[src/rtl/mandelbrot_pixel_escape_time_defines.svh]
// assertion macros shared by the escape-time block
`ifndef MANDELBROT_PIXEL_ESCAPE_TIME_DEFINES_SVH
`define MANDELBROT_PIXEL_ESCAPE_TIME_DEFINES_SVH

// antecedent holds in a cycle, consequent holds in the same cycle
`define MBE_ASSERT_IMP(lbl, ante, cons) \
    lbl: assert property (@(posedge clk) disable iff (!rst_n) (ante) |-> (cons)) \
        else $error("escape-time block assertion failed");

// antecedent holds in a cycle, consequent holds in the next cycle
`define MBE_ASSERT_NXT(lbl, ante, cons) \
    lbl: assert property (@(posedge clk) disable iff (!rst_n) (ante) |=> (cons)) \
        else $error("escape-time block assertion failed");

`endif

[src/rtl/mbe_pkg.sv]
// types, constants and helpers of the escape-time block
package mbe_pkg;

    localparam int FRAC_BITS = 28;
    localparam int ITER_BITS = 16;

    localparam int FX_W     = FRAC_BITS + 4;
    localparam int COORD_W  = 15;
    localparam int LIMIT_W  = 16;
    localparam int COLOR_W  = 24;
    localparam int ADDR_W   = 4;
    localparam int DATA_W   = 32;
    localparam int M_W      = 18;
    localparam int NUMER_W  = M_W + FRAC_BITS - 1;
    localparam int MAG_W    = FX_W + 1;
    localparam int DCNT_W   = $clog2(NUMER_W + 1);
    localparam int PROD_W   = 2 * FX_W;
    localparam int EXT_W    = FX_W + 6;
    localparam int CPROD_W  = ITER_BITS + COLOR_W;

    localparam int Q_AW     = 1;
    localparam int Q_DEPTH  = 1 << Q_AW;
    localparam int Q_CW     = Q_AW + 1;

    localparam logic [M_W-1:0]    MAP_MUL   = M_W'(5);
    localparam logic [MAG_W-1:0]  FX_SAT16  = {1'b1, {FX_W{1'b0}}};
    localparam logic signed [FX_W-1:0] FX_MAX = {1'b0, {(FX_W-1){1'b1}}};
    localparam logic signed [FX_W-1:0] FX_MIN = {1'b1, {(FX_W-1){1'b0}}};
    localparam logic [FX_W-1:0]   C_1_6     = FX_W'((64'd8 << FRAC_BITS) / 64'd5);
    localparam logic [FX_W-1:0]   C_1_25    = FX_W'(64'd5 << (FRAC_BITS - 2));
    localparam logic [EXT_W-1:0]  FOUR_FX   = EXT_W'(64'd4 << FRAC_BITS);
    localparam logic [31:0]       ITER_CAP  = 32'((64'd1 << ITER_BITS) - 64'd1);
    localparam logic [COLOR_W-1:0] COLOR_WHITE = 24'hFFFFFF;
    localparam logic [COLOR_W-1:0] COLOR_MUL   = 24'h081021;

    localparam logic [1:0] REG_WIDTH  = 2'd0;
    localparam logic [1:0] REG_HEIGHT = 2'd1;
    localparam logic [1:0] REG_LIMIT  = 2'd2;

    localparam logic [15:0] IMAGE_WIDTH_RST  = 16'd512;
    localparam logic [15:0] IMAGE_HEIGHT_RST = 16'd512;
    localparam logic [15:0] ITER_LIMIT_RST   = 16'd1000;

    typedef struct packed {
        logic signed [FX_W-1:0] cre;
        logic signed [FX_W-1:0] cim;
    } point_t;

    typedef struct packed {
        logic [Q_CW-1:0] count;
        logic            push;
    } q_stat_t;

    typedef struct packed {
        logic eval;
    } b_stat_t;

    typedef enum logic [1:0] {
        F_IDLE,
        F_DIV_RE,
        F_DIV_IM,
        F_PUSH
    } front_state_t;

    typedef enum logic [1:0] {
        B_IDLE,
        B_MUL,
        B_EVAL
    } back_state_t;

    // clamp to the fixed-point range [-8, 8 - lsb]
    function automatic logic signed [FX_W-1:0] sat_fx(input logic signed [EXT_W-1:0] v);
        logic signed [EXT_W-1:0] hi;
        logic signed [EXT_W-1:0] lo;
        hi = EXT_W'(FX_MAX);
        lo = EXT_W'(FX_MIN);
        if (v > hi)
            sat_fx = FX_MAX;
        else if (v < lo)
            sat_fx = FX_MIN;
        else
            sat_fx = FX_W'(v);
    endfunction

endpackage

[src/rtl/mbe_fifo.sv]
// short queue of mapped points between front and back
module mbe_fifo (
    input  logic              clk,
    input  logic              rst_n,
    input  logic              push,
    input  mbe_pkg::point_t   push_data,
    output logic              full,
    output logic              pop_valid,
    input  logic              pop,
    output mbe_pkg::point_t   pop_data,
    output mbe_pkg::q_stat_t  stat
);

    mbe_pkg::point_t           mem_reg [mbe_pkg::Q_DEPTH];
    logic [mbe_pkg::Q_AW-1:0]  wr_reg, wr_next;
    logic [mbe_pkg::Q_AW-1:0]  rd_reg, rd_next;
    logic [mbe_pkg::Q_CW-1:0]  cnt_reg, cnt_next;

    always_comb
    begin
        wr_next  = push ? wr_reg + mbe_pkg::Q_AW'(1) : wr_reg;
        rd_next  = pop  ? rd_reg + mbe_pkg::Q_AW'(1) : rd_reg;
        cnt_next = cnt_reg + mbe_pkg::Q_CW'(push) - mbe_pkg::Q_CW'(pop);
    end

    always_ff @(posedge clk or negedge rst_n)
    begin
        if (!rst_n)
        begin
            wr_reg  <= '0;
            rd_reg  <= '0;
            cnt_reg <= '0;
        end
        else
        begin
            wr_reg  <= wr_next;
            rd_reg  <= rd_next;
            cnt_reg <= cnt_next;
        end
    end

    always_ff @(posedge clk)
    begin
        if (push)
            mem_reg[wr_reg] <= push_data;
    end

    assign full       = cnt_reg == mbe_pkg::Q_CW'(mbe_pkg::Q_DEPTH);
    assign pop_valid  = cnt_reg != '0;
    assign pop_data   = mem_reg[rd_reg];
    assign stat.count = cnt_reg;
    assign stat.push  = push;

endmodule

[config.mk]
export PLATFORM = sky130hd
export DESIGN_NAME = mbe_fifo
export DESIGN_NICKNAME = d
export VERILOG_FILES = /design/src/rtl/mandelbrot_pixel_escape_time_defines.svh /design/src/rtl/mbe_pkg.sv /design/src/rtl/mbe_fifo.sv
export SDC_FILE = /design/constraint.sdc
export NUM_CORES = 1
export LEC_CHECK = 0
export BUFFER_PORTS_ARGS = -buffer_cell sky130_fd_sc_hd__buf_2
export CAP_MARGIN = 20
export CELL_PAD_IN_SITES_DETAIL_PLACEMENT = 1
export CELL_PAD_IN_SITES_GLOBAL_PLACEMENT = 1
export CORE_MARGIN = 1.5
export CORE_UTILIZATION = 47
export CTS_CLUSTER_DIAMETER = 30
export DETAILED_ROUTE_END_ITERATION = 8
export PLACE_DENSITY = 0.9
export SETUP_SLACK_MARGIN = 0.2
export SYNTH_ARGS = -nofsm -noshare
export SYNTH_HDL_FRONTEND = slang
export SYNTH_SLANG_ARGS = --single-unit
[constraint.sdc]
create_clock -name clk -period 6.7 [get_ports clk]
set_input_delay 1.005 -clock clk [delete_from_list [all_inputs] [get_ports clk]]
set_output_delay 1.005 -clock clk [all_outputs]
set_load 0.05 [all_outputs]
==> results.md <==
* Status: finished clean
* Cell taking the most area after synthesis: edfxtp_1
* Initial antenna violation count at 0
* Vias in the first global route at 2761
* Ratio of cells with drive above 1 in the final layout at between 60% and 70%
* 1st-pass router iterations at 4
* Synth top area cells: edfxtp_1 76%, mux2_4 15%, mux2_2 3.1%, dfrtp_1 2.0%, buf_6 1.3%
* Switching Share at 39.4%
* Total GRT Usage at between 10% and 20%
* Setup TNS at 0 ps
* Leakage power at 2.59 nW
* Critical path class: flip-flop to primary output
* Sw Pwr at 0.00133 W
* Maxcap violations at 0
* CP max FO at between 40 and 50
* Flop pwr share at 35.0%
* Clock Skew at 8.99 ps
* Starting density of the core at 48.5%
* Total Wirelength at 9.67 mm
* Reg2reg setup slack at ~4500 ps
* I/O pin cnt at about 140
* R2R cell count at 2
* HP Class: input pin to asynchronous set/reset pin
* Root buffer selected by CTS: clkbuf_8
* Reg area at 3950 sq um
* Reg-to-Reg Start: wr_reg
* Number of synthesized register bits at 132
* Die X at about 110 um
* Internal at between 0.002 and 0.0025 W
* Vias at 2501
* Startpoint types: flip-flop
* CP endpoint: pop_data[57]
* RSZ-0062 raised after global routing: false
* Worst R2R End: mem_reg[0][44]
* CTS Hold Buffers Added at 0
* Period minus WS final at roughly 3100 ps
* Final hold vios at 0
* First-pass GRT wire length at 14.7 mm
* WHS at roughly 290 ps
* Via density at 4.88
* Register clock-pin slew on the reported worst setup and hold paths at 60 ps
* Height of the die at 106 um
* Tcrit/Tclk final at between 40% and 50%
* CTS buffer count at 17
* Slew margin rel. at 35.9%
* Clock share of power at 25.3%
* CORE AREA at 10400 sq um
* Post-Syn Area at between 5000 and 6000 sq um
* Seq/Total Area, Yosys at 78.4%
* DRT antenna net count at 0
* Worst vdd ir at 0.411 mV
* Top cell type's share of synthesized area at 76.4%
* N_diodes at 0
* Gate power share at 39.6%
* CTS tree: built
* Setup crit start: rd_reg
* Post-Syn Nets at 285
* DP HPWL at 6.03 mm
* Syn Inst Count at 215
* Routed len/inst at 18.8 um
* Area of the multi-input gates at between 1000 and 1500 sq um
* # fillers at just over 900
* Yosys warnings at 0
* Max Root-Sink Buffers at 2
* Worst endpoint required time at 5690 ps
* Site Rows at 37
* Tightest Pin Transition at about 960 ps
* Number of port buffers at 136
* Worst EP arrival at 2090 ps
* PwrDens at between 500 and 600 nW/um^2
* H-tree levels at 4
* PostCTS Resize Cnt at 0
* Final setup fails at 0
* Synthesis-to-finish area growth at 27.4%
* Worst skew pair latency at 510 ps
* Fmax at 323 MHz
* Number of DRC markers in iteration 0 at 81
* Fin nets at approximately 430
* Crit end category: primary output
* Drt drc at 0
* Post-Syn Area per Cell at 23.4 sq um
* Largest register FFs at 128
* Die ar. at 11300 sq um
* Post-CTS setup buffer count at 0
* Largest net degree at the start of global routing at 66
* Gr ovfl total at 0
* Slew Viols, Final at 0
* GPL Wtd Cong at around 0.69
* Yosys cell types at 14
* Clock sink total at 132
[power groups by stage]
stage	clock, W	sequential (W)	combinational (W)
6_report	0.000856	0.00118	0.00134
3_3_place_gp	0	0.00126	0.00125
3_5_place_dp	0	0.00127	0.00127
5_1_grt	0.000902	0.00120	0.00140
4_1_cts	0.000875	0.00126	0.00128
2_1_floorplan	0	0.00118	0.00113
[cell families after synthesis]
| family | count (synthesis) | share of synthesized area [%] |
|---|---|---|
| fa+ha+maj | 2 | 0.497 |
| simple gates | 4 | 0.498 |
| buf+inv | 10 | 1.74 |
| flops | 132 | 78.4 |
| mux | 64 | 18.1 |
| xor+xnor | 3 | 0.821 |
[cell usage in the layout (no fill, tap or decap)]
cell type,count
clkinvlp_4,5
dfrtp_4,1
edfxtp_1,128
buf_4,1
nor2b_1,1
buf_2,136
bufinv_16,2
clkbuf_1,1
buf_16,1
clkbuf_16,16
clkinv_1,1
mux2_4,50
nor2b_4,1
ha_1,2
clkbuf_8,1
and2_4,1
clkinv_2,4
inv_1,2
mux2_2,14
xor3_1,1
xor2_1,2
dfrtp_1,3
clkinv_4,2
or2_2,1
[Yosys cell counts (all sizes together)]
cell type,count
dfrtp,4
mux2,64
edfxtp,128
buf,8
ha,2
nor2b,2
xor2,2
inv,2
or2,1
xor3,1
and2,1
[how the worst min path moves through the flow]
stage / from / to / depth (start not counted)
3_3_place_gp: wr_reg / wr_reg / 1
4_1_cts: rst_n / cnt_reg[1] / 1
5_1_grt: rst_n / cnt_reg[1] / 1
2_1_floorplan: wr_reg / wr_reg / 1
3_5_place_dp: wr_reg / wr_reg / 1
6_report: rst_n / cnt_reg[1] / 1
[final cells by class]
type                       instances  area share (%)
sequential                       132            61.6
multi-input combinational         73            15.8
inverter                           2           0.117
clock buffer                      18            6.52
timing repair buffer             138            11.2
clock inverter                    14            2.17
tap                              136            2.66
[per-layer routing]
layer	up-vias	wire [um]	track usage, %
met5	-	0	0
met4	0	173	8.10
met3	14	470	5.89
met2	94	5230	32.3
met1	1242	3790	19.4
li1	1151	-	-
[worst max-delay path: stages, from the launching register on]
cell and delay (ps):
dfrtp_4 650, buf_16 350, mux2_2 380, buf_2 210
[stage by stage]
| step | util (%) | cells | power [W] | setup slack (ps) | instance area (sq um) |
|---|---|---|---|---|---|
| detailed placement | 56.2 | 480 | 0.00254 | 3760 | 5820 |
| floorplan | - | 215 | 0.00231 | 2390 | 5030 |
| finish | 61.8 | 513 | 0.00338 | 3600 | 6410 |
| global route | 61.8 | 513 | 0.00350 | 3500 | 6410 |
| CTS | 61.5 | 512 | 0.00341 | 3270 | 6380 |
| global placement | 56.2 | 480 | 0.00251 | 3860 | 5820 |
No activity file was read; power rests on OpenSTA's default activity.
