`config.mk`:
```
export PLATFORM = sky130hd
export DESIGN_NAME = mbe_front_flat
export DESIGN_NICKNAME = d
export VERILOG_FILES = /design/src/rtl/mandelbrot_pixel_escape_time_defines.svh /design/src/rtl/mbe_pkg.sv /design/src/rtl/mbe_if.sv /design/src/rtl/mbe_div.sv /design/src/rtl/mbe_front.sv /design/src/flat_wrapper.sv
export SDC_FILE = /design/constraint.sdc
export NUM_CORES = 1
export LEC_CHECK = 0
export BUFFER_PORTS_ARGS = -buffer_cell sky130_fd_sc_hd__clkbuf_2
export CAP_MARGIN = 10
export CORE_MARGIN = 2
export CORE_UTILIZATION = 38
export DETAILED_ROUTE_END_ITERATION = 8
export PLACE_DENSITY = 0.63
export SLEW_MARGIN = 20
export SYNTH_ARGS = -nofsm -noshare
export SYNTH_HDL_FRONTEND = slang
export SYNTH_SLANG_ARGS = --single-unit
export TNS_END_PERCENT = 20
```
`constraint.sdc`:
```
create_clock -name clk -period 7.1 [get_ports clk]
set_input_delay 0.71 -clock clk [delete_from_list [all_inputs] [get_ports clk]]
set_output_delay 0.71 -clock clk [all_outputs]
set_load 0.02 [all_outputs]
```
`src/rtl/mandelbrot_pixel_escape_time_defines.svh`:
```
// assertion macros shared by the escape-time block
`ifndef MANDELBROT_PIXEL_ESCAPE_TIME_DEFINES_SVH
`define MANDELBROT_PIXEL_ESCAPE_TIME_DEFINES_SVH

// antecedent holds in a cycle, consequent holds in the same cycle
`define MBE_ASSERT_IMP(lbl, ante, cons) \
    lbl: assert property (@(posedge clk) disable iff (!rst_n) (ante) |-> (cons)) \
        else $error("escape-time block assertion failed");

// antecedent holds in a cycle, consequent holds in the next cycle
`define MBE_ASSERT_NXT(lbl, ante, cons) \
    lbl: assert property (@(posedge clk) disable iff (!rst_n) (ante) |=> (cons)) \
        else $error("escape-time block assertion failed");

`endif

```
`src/rtl/mbe_pkg.sv`:
```
// types, constants and helpers of the escape-time block
package mbe_pkg;

    localparam int FRAC_BITS = 28;
    localparam int ITER_BITS = 16;

    localparam int FX_W     = FRAC_BITS + 4;
    localparam int COORD_W  = 15;
    localparam int LIMIT_W  = 16;
    localparam int COLOR_W  = 24;
    localparam int ADDR_W   = 4;
    localparam int DATA_W   = 32;
    localparam int M_W      = 18;
    localparam int NUMER_W  = M_W + FRAC_BITS - 1;
    localparam int MAG_W    = FX_W + 1;
    localparam int DCNT_W   = $clog2(NUMER_W + 1);
    localparam int PROD_W   = 2 * FX_W;
    localparam int EXT_W    = FX_W + 6;
    localparam int CPROD_W  = ITER_BITS + COLOR_W;

    localparam int Q_AW     = 1;
    localparam int Q_DEPTH  = 1 << Q_AW;
    localparam int Q_CW     = Q_AW + 1;

    localparam logic [M_W-1:0]    MAP_MUL   = M_W'(5);
    localparam logic [MAG_W-1:0]  FX_SAT16  = {1'b1, {FX_W{1'b0}}};
    localparam logic signed [FX_W-1:0] FX_MAX = {1'b0, {(FX_W-1){1'b1}}};
    localparam logic signed [FX_W-1:0] FX_MIN = {1'b1, {(FX_W-1){1'b0}}};
    localparam logic [FX_W-1:0]   C_1_6     = FX_W'((64'd8 << FRAC_BITS) / 64'd5);
    localparam logic [FX_W-1:0]   C_1_25    = FX_W'(64'd5 << (FRAC_BITS - 2));
    localparam logic [EXT_W-1:0]  FOUR_FX   = EXT_W'(64'd4 << FRAC_BITS);
    localparam logic [31:0]       ITER_CAP  = 32'((64'd1 << ITER_BITS) - 64'd1);
    localparam logic [COLOR_W-1:0] COLOR_WHITE = 24'hFFFFFF;
    localparam logic [COLOR_W-1:0] COLOR_MUL   = 24'h081021;

    localparam logic [1:0] REG_WIDTH  = 2'd0;
    localparam logic [1:0] REG_HEIGHT = 2'd1;
    localparam logic [1:0] REG_LIMIT  = 2'd2;

    localparam logic [15:0] IMAGE_WIDTH_RST  = 16'd512;
    localparam logic [15:0] IMAGE_HEIGHT_RST = 16'd512;
    localparam logic [15:0] ITER_LIMIT_RST   = 16'd1000;

    typedef struct packed {
        logic signed [FX_W-1:0] cre;
        logic signed [FX_W-1:0] cim;
    } point_t;

    typedef struct packed {
        logic [Q_CW-1:0] count;
        logic            push;
    } q_stat_t;

    typedef struct packed {
        logic eval;
    } b_stat_t;

    typedef enum logic [1:0] {
        F_IDLE,
        F_DIV_RE,
        F_DIV_IM,
        F_PUSH
    } front_state_t;

    typedef enum logic [1:0] {
        B_IDLE,
        B_MUL,
        B_EVAL
    } back_state_t;

    // clamp to the fixed-point range [-8, 8 - lsb]
    function automatic logic signed [FX_W-1:0] sat_fx(input logic signed [EXT_W-1:0] v);
        logic signed [EXT_W-1:0] hi;
        logic signed [EXT_W-1:0] lo;
        hi = EXT_W'(FX_MAX);
        lo = EXT_W'(FX_MIN);
        if (v > hi)
            sat_fx = FX_MAX;
        else if (v < lo)
            sat_fx = FX_MIN;
        else
            sat_fx = FX_W'(v);
    endfunction

endpackage

```
`src/rtl/mbe_if.sv`:
```
// valid/ready channel interfaces for pixel coordinates and colors
interface mbe_pix_if;
    logic                         valid;
    logic                         ready;
    logic [mbe_pkg::COORD_W-1:0]  pixel_x;
    logic [mbe_pkg::COORD_W-1:0]  pixel_y;

    modport source (output valid, output pixel_x, output pixel_y, input ready);
    modport sink   (input valid, input pixel_x, input pixel_y, output ready);
endinterface


```
`src/rtl/mbe_div.sv`:
```
// restoring divider, one quotient bit per cycle, saturated magnitude out
module mbe_div (
    input  logic                          clk,
    input  logic                          rst_n,
    input  logic                          start,
    input  logic [mbe_pkg::NUMER_W-1:0]   numer,
    input  logic [mbe_pkg::COORD_W-1:0]   denom,
    output logic                          done,
    output logic [mbe_pkg::MAG_W-1:0]     mag
);

    logic [mbe_pkg::NUMER_W-1:0] num_reg, num_next;
    logic [mbe_pkg::NUMER_W-1:0] quo_reg, quo_next;
    logic [mbe_pkg::COORD_W-1:0] rem_reg, rem_next;
    logic [mbe_pkg::DCNT_W-1:0]  cnt_reg, cnt_next;
    logic                        busy_reg, busy_next;
    logic                        done_reg, done_next;

    logic [mbe_pkg::COORD_W:0]   rem_shift;
    logic [mbe_pkg::COORD_W:0]   rem_sub;
    logic                        fits;

    always_comb
    begin
        rem_shift = {rem_reg, num_reg[mbe_pkg::NUMER_W-1]};
        rem_sub   = rem_shift - {1'b0, denom};
        fits      = rem_shift >= {1'b0, denom};
        num_next  = num_reg;
        quo_next  = quo_reg;
        rem_next  = rem_reg;
        cnt_next  = cnt_reg;
        busy_next = busy_reg;
        done_next = 1'b0;
        if (start)
        begin
            num_next  = numer;
            quo_next  = '0;
            rem_next  = '0;
            cnt_next  = mbe_pkg::DCNT_W'(mbe_pkg::NUMER_W);
            busy_next = 1'b1;
        end
        else if (busy_reg)
        begin
            num_next = {num_reg[mbe_pkg::NUMER_W-2:0], 1'b0};
            quo_next = {quo_reg[mbe_pkg::NUMER_W-2:0], fits};
            rem_next = fits ? rem_sub[mbe_pkg::COORD_W-1:0]
                            : rem_shift[mbe_pkg::COORD_W-1:0];
            cnt_next = cnt_reg - mbe_pkg::DCNT_W'(1);
            if (cnt_reg == mbe_pkg::DCNT_W'(1))
            begin
                busy_next = 1'b0;
                done_next = 1'b1;
            end
        end
    end

    always_ff @(posedge clk or negedge rst_n)
    begin
        if (!rst_n)
        begin
            busy_reg <= 1'b0;
            done_reg <= 1'b0;
            cnt_reg  <= '0;
        end
        else
        begin
            busy_reg <= busy_next;
            done_reg <= done_next;
            cnt_reg  <= cnt_next;
        end
    end

    always_ff @(posedge clk)
    begin
        num_reg <= num_next;
        quo_reg <= quo_next;
        rem_reg <= rem_next;
    end

    // quotient of 16 or more clamps to 16
    assign mag  = (|quo_reg[mbe_pkg::NUMER_W-1:mbe_pkg::FX_W]) ? mbe_pkg::FX_SAT16
                : {1'b0, quo_reg[mbe_pkg::FX_W-1:0]};
    assign done = done_reg;

endmodule

```
`src/rtl/mbe_front.sv`:
```
// front end: takes a pixel and maps it to the complex point c
module mbe_front (
    input  logic                         clk,
    input  logic                         rst_n,
    mbe_pix_if.sink                      pixel,
    input  logic [mbe_pkg::COORD_W-1:0]  image_width,
    input  logic [mbe_pkg::COORD_W-1:0]  image_height,
    output logic                         push,
    output mbe_pkg::point_t              push_data,
    input  logic                         q_full
);

    mbe_pkg::front_state_t        state_reg, state_next;
    logic [mbe_pkg::COORD_W-1:0]  px_reg, px_next;
    logic [mbe_pkg::COORD_W-1:0]  py_reg, py_next;
    logic signed [mbe_pkg::FX_W-1:0] cre_reg, cre_next;
    logic signed [mbe_pkg::FX_W-1:0] cim_reg, cim_next;

    logic                         div_start;
    logic                         div_done;
    logic [mbe_pkg::NUMER_W-1:0]  div_numer;
    logic [mbe_pkg::COORD_W-1:0]  div_denom;
    logic [mbe_pkg::MAG_W-1:0]    div_mag;

    logic signed [mbe_pkg::COORD_W:0] im_n;
    logic [mbe_pkg::COORD_W:0]    im_abs;
    logic [mbe_pkg::M_W-1:0]      m_val;
    logic                         zero_sel;
    logic                         neg_sel;
    logic [mbe_pkg::MAG_W-1:0]    mag_eff;
    logic signed [mbe_pkg::EXT_W-1:0] mag_s;
    logic signed [mbe_pkg::EXT_W-1:0] off_s;
    logic signed [mbe_pkg::FX_W-1:0]  coord;

    mbe_div u_div (
        .clk   (clk),
        .rst_n (rst_n),
        .start (div_start),
        .numer (div_numer),
        .denom (div_denom),
        .done  (div_done),
        .mag   (div_mag)
    );

    always_comb
    begin
        state_next = state_reg;
        case (state_reg)
            mbe_pkg::F_IDLE:
                if (pixel.valid)
                    state_next = mbe_pkg::F_DIV_RE;
            mbe_pkg::F_DIV_RE:
                if (div_done)
                    state_next = mbe_pkg::F_DIV_IM;
            mbe_pkg::F_DIV_IM:
                if (div_done)
                    state_next = mbe_pkg::F_PUSH;
            mbe_pkg::F_PUSH:
                if (!q_full)
                    state_next = mbe_pkg::F_IDLE;
            default:
                state_next = mbe_pkg::F_IDLE;
        endcase
    end

    always_comb
    begin
        pixel.ready = state_reg == mbe_pkg::F_IDLE;
        push        = (state_reg == mbe_pkg::F_PUSH) && !q_full;
        div_start   = ((state_reg == mbe_pkg::F_IDLE) && pixel.valid)
                   || ((state_reg == mbe_pkg::F_DIV_RE) && div_done);

        // imaginary numerator is height - y, signed
        im_n   = $signed({1'b0, image_height}) - $signed({1'b0, py_reg});
        im_abs = im_n[mbe_pkg::COORD_W] ? -im_n : im_n;

        if (state_reg == mbe_pkg::F_IDLE)
            m_val = mbe_pkg::M_W'(pixel.pixel_x) * mbe_pkg::MAP_MUL;
        else
            m_val = mbe_pkg::M_W'(im_abs[mbe_pkg::COORD_W-1:0]) * mbe_pkg::MAP_MUL;
        // the divisor is read on every step, so it follows the division in progress
        if ((state_reg == mbe_pkg::F_IDLE) || (state_reg == mbe_pkg::F_DIV_RE))
            div_denom = image_width;
        else
            div_denom = image_height;
        div_numer = {m_val, {(mbe_pkg::FRAC_BITS-1){1'b0}}};

        // a zero numerator maps to zero even for a zero divisor
        if (state_reg == mbe_pkg::F_DIV_RE)
        begin
            zero_sel = px_reg == '0;
            neg_sel  = 1'b0;
            off_s    = $signed(mbe_pkg::EXT_W'(mbe_pkg::C_1_6));
        end
        else
        begin
            zero_sel = im_n == '0;
            neg_sel  = im_n[mbe_pkg::COORD_W];
            off_s    = $signed(mbe_pkg::EXT_W'(mbe_pkg::C_1_25));
        end
        mag_eff = zero_sel ? '0 : div_mag;
        mag_s   = $signed(mbe_pkg::EXT_W'(mag_eff));
        coord   = mbe_pkg::sat_fx((neg_sel ? -mag_s : mag_s) - off_s);

        px_next  = pixel.ready && pixel.valid ? pixel.pixel_x : px_reg;
        py_next  = pixel.ready && pixel.valid ? pixel.pixel_y : py_reg;
        cre_next = ((state_reg == mbe_pkg::F_DIV_RE) && div_done) ? coord : cre_reg;
        cim_next = ((state_reg == mbe_pkg::F_DIV_IM) && div_done) ? coord : cim_reg;

        push_data.cre = cre_reg;
        push_data.cim = cim_reg;
    end

    always_ff @(posedge clk or negedge rst_n)
    begin
        if (!rst_n)
            state_reg <= mbe_pkg::F_IDLE;
        else
            state_reg <= state_next;
    end

    always_ff @(posedge clk)
    begin
        px_reg  <= px_next;
        py_reg  <= py_next;
        cre_reg <= cre_next;
        cim_reg <= cim_next;
    end

endmodule

```
`src/flat_wrapper.sv`:
```
// flat-port wrapper written by rule: the top's interface ports become plain ports
module mbe_front_flat 
  (clk, rst_n, image_width, image_height, push, push_data, q_full, pixel_valid, pixel_pixel_x, pixel_pixel_y, pixel_ready);
  mbe_pix_if pixel_i ();
  input  logic clk;
  input  logic rst_n;
  input  logic [mbe_pkg::COORD_W-1:0] image_width;
  input  logic [mbe_pkg::COORD_W-1:0] image_height;
  output logic push;
  output mbe_pkg::point_t push_data;
  input  logic q_full;
  input wire logic [$bits(pixel_i.valid)-1:0] pixel_valid;
  input wire logic [$bits(pixel_i.pixel_x)-1:0] pixel_pixel_x;
  input wire logic [$bits(pixel_i.pixel_y)-1:0] pixel_pixel_y;
  output wire logic [$bits(pixel_i.ready)-1:0] pixel_ready;
  assign pixel_i.valid = pixel_valid;
  assign pixel_i.pixel_x = pixel_pixel_x;
  assign pixel_i.pixel_y = pixel_pixel_y;
  assign pixel_ready = pixel_i.ready;
  mbe_front u_core (.clk(clk), .rst_n(rst_n), .pixel(pixel_i), .image_width(image_width), .image_height(image_height), .push(push), .push_data(push_data), .q_full(q_full));
endmodule
```
==> flow_summary.yaml, run 1 <==
power_and_ir_drop:
  intPower_mw: 2.295
  p_sw_frac: 0.3463
  power.leakage_nw: 6.713
  ir_drop_mv: 0.1874
  seq_power_share: 0.419
  power_density_nw_per_um2: 232.3
  p_clk_frac: 0.281
  p_switching_mw: 1.215
  combPwrFrac: 0.301
yosys:
  synth_mux_area_frac: 0.05362
  synth-edff-count: 112
  synth_top_family_by_area: "compound AO/OA/AOI/OAI gates"
  yosysTopAreaCellShare: 0.2709
  synthAdderAreaFrac: 0.1133
  synth.largest_area_cell: "edfxtp_1"
  ys_top_cells_by_area: "edfxtp_1, ha_1, dfxtp_1, mux2i_1, a21oi_1"
  synth_area_um2: 12410
  syn_nets: 1509
  avgSynthCellArea_um2: 9.298
  synth_xor_area_frac: 0.05997
  ys_seq_area_frac: 0.3879
  synth_top_flop_cell: "edfxtp_1"
  async_reset_ff_frac: 0.05495
  yosys_warnings: 0
  synthCells: 1335
  synth_simple_gate_area_share: 0.1600
  yosys.cell_types.count: 82
  synth_compound_area_frac: 0.1891
  synth_seq_cells: 182
floorplan:
  num_rows: 66
  die_h_um: 184.7
  die_area_um2: 34130
  die_x_um: 184.7
  core_um2: 32370
  initial_core_util: 0.3835
  ios: 130
run_status:
  status: "finished clean"
placed_design:
  place_hpwl_um: 23090
  gp_congestion: 0.8911
  port_buffers: 129
  dp_slack_ns: -0.2624
min_path:
  hp-class: "in2async"
setup_path:
  worstSetupStartpointType: "input pin"
  crit_type: "in2reg"
  cp_slowest_cell: "or4_1"
  cp.required_ns: 7.37
  crit_path_max_incr_delay_ns: 0.50
  endpoint_kind: "flip-flop"
  crit_fanout: 14
  critical_path_arrival_ns: 7.00
clock_network:
  htreeDepth: 4
  cts_buffer_depth: 2
  cts_sinks: 182
  cts.root.buffer_cell: "clkbuf_16"
  holdBufCountCts: 0
  insertion_delay_ns: 0.45
  cts-buffers-inserted: 17
  path_clk_slew_ns: 0.08
  tritoncts: "built"
routing:
  wl_per_cell_um: 15.20
  drt_wl_total_um: 30430
  viasPerCell: 5.254
  drc_errors: 0
  vias: 10520
  drt-pass1-iter-count: 5
  drtIter0Drc: 690
  ant_nets: 0
final_layout:
  area_delta_synth_final_pct: 21.72
  fin_util: 0.4668
  final_nets: 1721
  largest_reg_flops: 45
  antenna_cells: 0
  drive_above_1_share: 0.2192
sta:
  hold_viol: 0
  hold_slack_ns: 0.1214
  finalCritPeriodShare: 0.9469
  fmax_mhz: 148.7
  setup_ws_ns: 0.3768
  worstMarginPinSlew_ns: 1.091
  finalCriticalPeriod_ns: 6.723
  drv_slew: 0
  fin_worst_skew_ns: 0.01598
  setup_viol: 0
  slew_headroom: 0.2724
global_route:
  grt-ovfl-total: 0
  antenna_found_initial: 0
  grt_max_degree: 80
  grt_pass1_wl_um: 49800
  track_usage: 0.1814
  grt_pass1_vias: 9901
job:
  maxCapViolations: 0
[layout make-up]
type	instances	area, um2
Multi-Input combinational cell	1037	7298
Timing Repair Buffer	256	1627
Fill cell	3125	17260
Inverter	53	200.2
Clock buffer	17	425.4
Sequential cell	182	4818
Clock inverter	15	187.7
Tap cell	442	553.0
[cell usage in the layout (no fill, tap or decap), types with 24 or more instances in the layout]
cell,count
a21oi_1,103
buf_4,124
clkbuf_2,129
dfxtp_1,60
edfxtp_1,112
ha_1,105
inv_1,52
mux2i_1,62
nand2_1,92
nor2_1,136
nor3_1,24
o21ai_0,79
xnor2_1,51
xor2_1,34
[power by group through the flow]
stage          clock [mW]  combinational, mW  sequential, mW
2_1_floorplan           0              0.869            1.40
3_3_place_gp            0               1.03            1.48
3_5_place_dp            0               1.05            1.48
4_1_cts              1.01               1.06            1.46
5_1_grt              1.04               1.21            1.50
6_report            0.985               1.06            1.47
[synthesized netlist by cell type, types with 16 or more instances]
master      n
or3_1      16
clkbuf_1   53
edfxtp_1  112
nor4_1     16
ha_1      106
nor2b_1    16
mux2i_1    62
nand3_1    16
xor2_1     34
nand2_1    95
o22ai_1    31
inv_1      52
nor3_1     26
nor2_1    139
dfxtp_1    60
a21o_1     20
a21oi_1   107
o21ai_0    79
xnor2_1    51
[path summary, 6_finish.rpt]
| check | slack, ns | endpoint | cells after the start | from |
|---|---|---|---|---|
| setup / recovery | 0.38 | u_core.cim_reg[18]$_DFFE_PP_ | 33 | image_height[0] |
| max in group asynchronous | 6.73 | u_core.u_div.busy_reg$_DFF_PN0_ | 1 | rst_n |
| hold reg to reg | 0.50 | u_core.u_div.rem_reg[14]$_SDFFE_PN0P_ | 1 | u_core.u_div.rem_reg[14]$_SDFFE_PN0P_ |
| setup reg to reg | 0.46 | u_core.cim_reg[18]$_DFFE_PP_ | 31 | u_core.py_reg[0]$_DFFE_PP_ |
| hold / removal | 0.12 | u_core.state_reg[0]$_DFFE_PN0P_ | 1 | rst_n |
| min in group clk | 0.43 | u_core.py_reg[12]$_DFFE_PP_ | 1 | pixel_pixel_y[12] |
[cell families after synthesis]
family	Yosys count
flip-flops	182
AND/OR/NAND/NOR	407
adder cells (fa/ha/maj)	110
AO/OA/AOI/OAI	369
XOR/XNOR	85
multiplexers	66
buffers and inverters	116
[worst max-delay path, delay by kind of cell]
family | cells | cell delay (ns)
compound gates | 11 | 2.21
fa+ha+maj | 4 | 1.01
buf+inv | 7 | 0.87
simple gates | 11 | 2.20
[stage by stage]
step           instances  area (um2)  power [mW]  TNS (ns)
6_report            2002       15110       3.510         0
5_1_grt             2002       15110       3.749  -0.05064
4_1_cts             1999       14990       3.526         0
3_5_place_dp        1967       14380       2.535    -7.373
3_3_place_gp        1965       14350       2.503    -35.17
2_1_floorplan       1335       12460       2.272         0
[repair_timing]
| item | 4_1_cts | 5_1_grt |
|---|---|---|
| endpoints found under the setup margin | 0 | 62 |
| setup buffers | 0 | 3 |
| resized for setup | 0 | 19 |
[metal layers]
metal	vias up	routed length (um)	global-route usage	share of wire
met5	-	0	0	0
met4	0	346	0.04381	0.011
met3	26	1352	0.02944	0.044
met2	248	14380	0.3116	0.47
met1	4897	14360	0.2384	0.47
li1	5347	-	-	-
Power figures use the tool's default switching activity.
==> run 2: changes to the inputs <==
- CELL_PAD_IN_SITES_DETAIL_PLACEMENT: default -> 0
- CELL_PAD_IN_SITES_GLOBAL_PLACEMENT: default -> 1
- PLACE_DENSITY: 0.63 -> 0.76
==> flow_summary.yaml, run 2 (synthesis results as in run 1) <==
setup_path:
  worstSetupStartpointType: "input pin"
  reg2regPathDepth: 30
  cp_slowest_cell: "or4_1"
  endpoint_kind: "flip-flop"
  crit_fanout: 16
  rrSetupSlack_ns: 0.50
  crit_type: "in2reg"
  reg2reg_to: "u_core.cim_reg[6]$_DFFE_PP_"
  crit_path_max_incr_delay_ns: 0.50
  rr_startpoint: "u_core.py_reg[0]$_DFFE_PP_"
  cp.required_ns: 7.36
  critical_path_arrival_ns: 6.97
routing:
  vias: 10470
  viasPerCell: 5.212
  routed-wl-met3_um: 1084
  drt_wl_total_um: 31060
  drt-pass1-iter-count: 7
  ant_nets: 0
  top_layer_used: "met4"
  drc_errors: 0
  wl_per_cell_um: 15.47
  m1WireLength_um: 14620
  drtIter0Drc: 484
  routed-wl-met2_um: 15100
power_and_ir_drop:
  combPwrFrac: 0.298
  power.leakage_nw: 6.673
  power_density_nw_per_um2: 233.5
  ir_drop_mv: 0.1928
  p_clk_frac: 0.288
  seq_power_share: 0.415
  p_switching_mw: 1.209
  intPower_mw: 2.328
  p_sw_frac: 0.3419
sta:
  finalCritPeriodShare: 0.9449
  setup_viol: 0
  setup_ws_ns: 0.3912
  worstMarginPinSlew_ns: 1.026
  drv_slew: 0
  finalCriticalPeriod_ns: 6.709
  fin_worst_skew_ns: 0.01304
  fmax_mhz: 149.1
  fin_tns_setup_ns: 0
  slew_headroom: 0.3162
  hold_viol: 0
  grt_setup_unrepaired: "yes"
floorplan:
  die_h_um: 184.7
  die_area_um2: 34130
  num_rows: 66
  initial_core_util: 0.3835
  ios: 130
  die_x_um: 184.7
  core_um2: 32370
clock_network:
  cts_sinks: 182
  cts_buffer_depth: 2
  cts.root.buffer_cell: "clkbuf_16"
  insertion_delay_ns: 0.45
  cts-buffers-inserted: 17
  path_clk_slew_ns: 0.08
  holdBufCountCts: 0
  htreeDepth: 4
  tritoncts: "built"
final_layout:
  largest_reg_flops: 45
  final_common_cell: "nor2_1"
  antenna_cells: 0
  area_delta_synth_final_pct: 22.05
  final_cell_mix: "nor2_1, clkbuf_2, buf_4, edfxtp_1, ha_1"
  final_nets: 1727
  drive_above_1_share: 0.2178
global_route:
  grt-ovfl-total: 0
  track_usage: 0.1893
  grt_pass1_vias: 10330
  grt_pass1_wl_um: 51760
  antenna_found_initial: 0
  grt_max_degree: 79
job:
  maxCapViolations: 0
placed_design:
  gp_congestion: 0.8683
  dp_slack_ns: -0.7577
  port_buffers: 129
  place_hpwl_um: 23420
run_status:
  status: "finished clean"
min_path:
  hp-class: "in2async"
-- run 2: changes by cell type in the layout (fill, tap and decap cells not counted), sizes merged --
cell	before	now
buf	127	132
clkinv	9	5
clkinvlp	0	3
bufinv	1	2
nor3	27	28
-- run 2: stage by stage --
stage	util	power, mW	hold slack [ns]	area (um2)	instances
4_1_cts	0.4649	3.566	0.09860	15050	2005
3_3_place_gp	0.4448	2.511	0.4603	14400	1972
6_report	0.4680	3.537	0.1140	15150	2008
5_1_grt	0.4680	3.792	0.1160	15150	2008
3_5_place_dp	0.4448	2.533	0.4817	14400	1972
2_1_floorplan	-	2.272	0.4144	12460	1335
-- run 2: layer usage --
| metal | GRT usage | vias up |
|---|---|---|
| li1 | - | 5365 |
| met1 | 0.2427 | 4903 |
| met2 | 0.3352 | 181 |
| met3 | 0.02984 | 16 |
| met4 | 0.04095 | 0 |
| met5 | 0 | - |
-- run 2: worst max path at each step --
stage / startpoint / to / slack, ns / cells after the start
6_report: image_height[0] / u_core.cim_reg[6]$_DFFE_PP_ / 0.39 / 32
5_1_grt: image_height[0] / u_core.cre_reg[12]$_DFFE_PP_ / -0.05 / 34
4_1_cts: image_height[0] / u_core.cim_reg[23]$_DFFE_PP_ / 0.04 / 32
3_5_place_dp: image_height[0] / u_core.cim_reg[6]$_DFFE_PP_ / -0.76 / 32
3_3_place_gp: image_height[0] / u_core.cim_reg[2]$_DFFE_PP_ / -0.51 / 30
2_1_floorplan: image_height[0] / u_core.cim_reg[22]$_DFFE_PP_ / 0.02 / 34
-- run 2: layout make-up --
class,count,area (um2)
Sequential cell,182,4818
Clock inverter,15,210.2
Fill cell,3194,17220
Tap cell,442,553.0
Inverter,53,200.2
Clock buffer,17,425.4
Timing Repair Buffer,261,1674
Multi-Input combinational cell,1038,7269
-- run 2: critical path: cells and delay by family --
kind	cells	cell delay, ns
AO/OA/AOI/OAI	10	2.08
AND/OR/NAND/NOR	11	2.07
adder cells (fa/ha/maj)	4	1.04
buffers and inverters	6	0.72
multiplexers	1	0.32
-- run 2: power by group through the flow --
| stage | sequential (mW) | clock (mW) | combinational (mW) |
|---|---|---|---|
| floorplan | 1.40 | 0 | 0.869 |
| global placement | 1.48 | 0 | 1.03 |
| detailed placement | 1.48 | 0 | 1.05 |
| CTS | 1.46 | 1.05 | 1.06 |
| global route | 1.49 | 1.08 | 1.22 |
| finish | 1.47 | 1.02 | 1.05 |
-- run 2: what timing repair did --
action / 4_1_cts / 5_1_grt
gates resized for setup: 1 / 11
pin swaps: 1 / 5
gates cloned: 1 / 0
buffers inserted: 0 / 3
endpoints found under the setup margin: 62 / 62
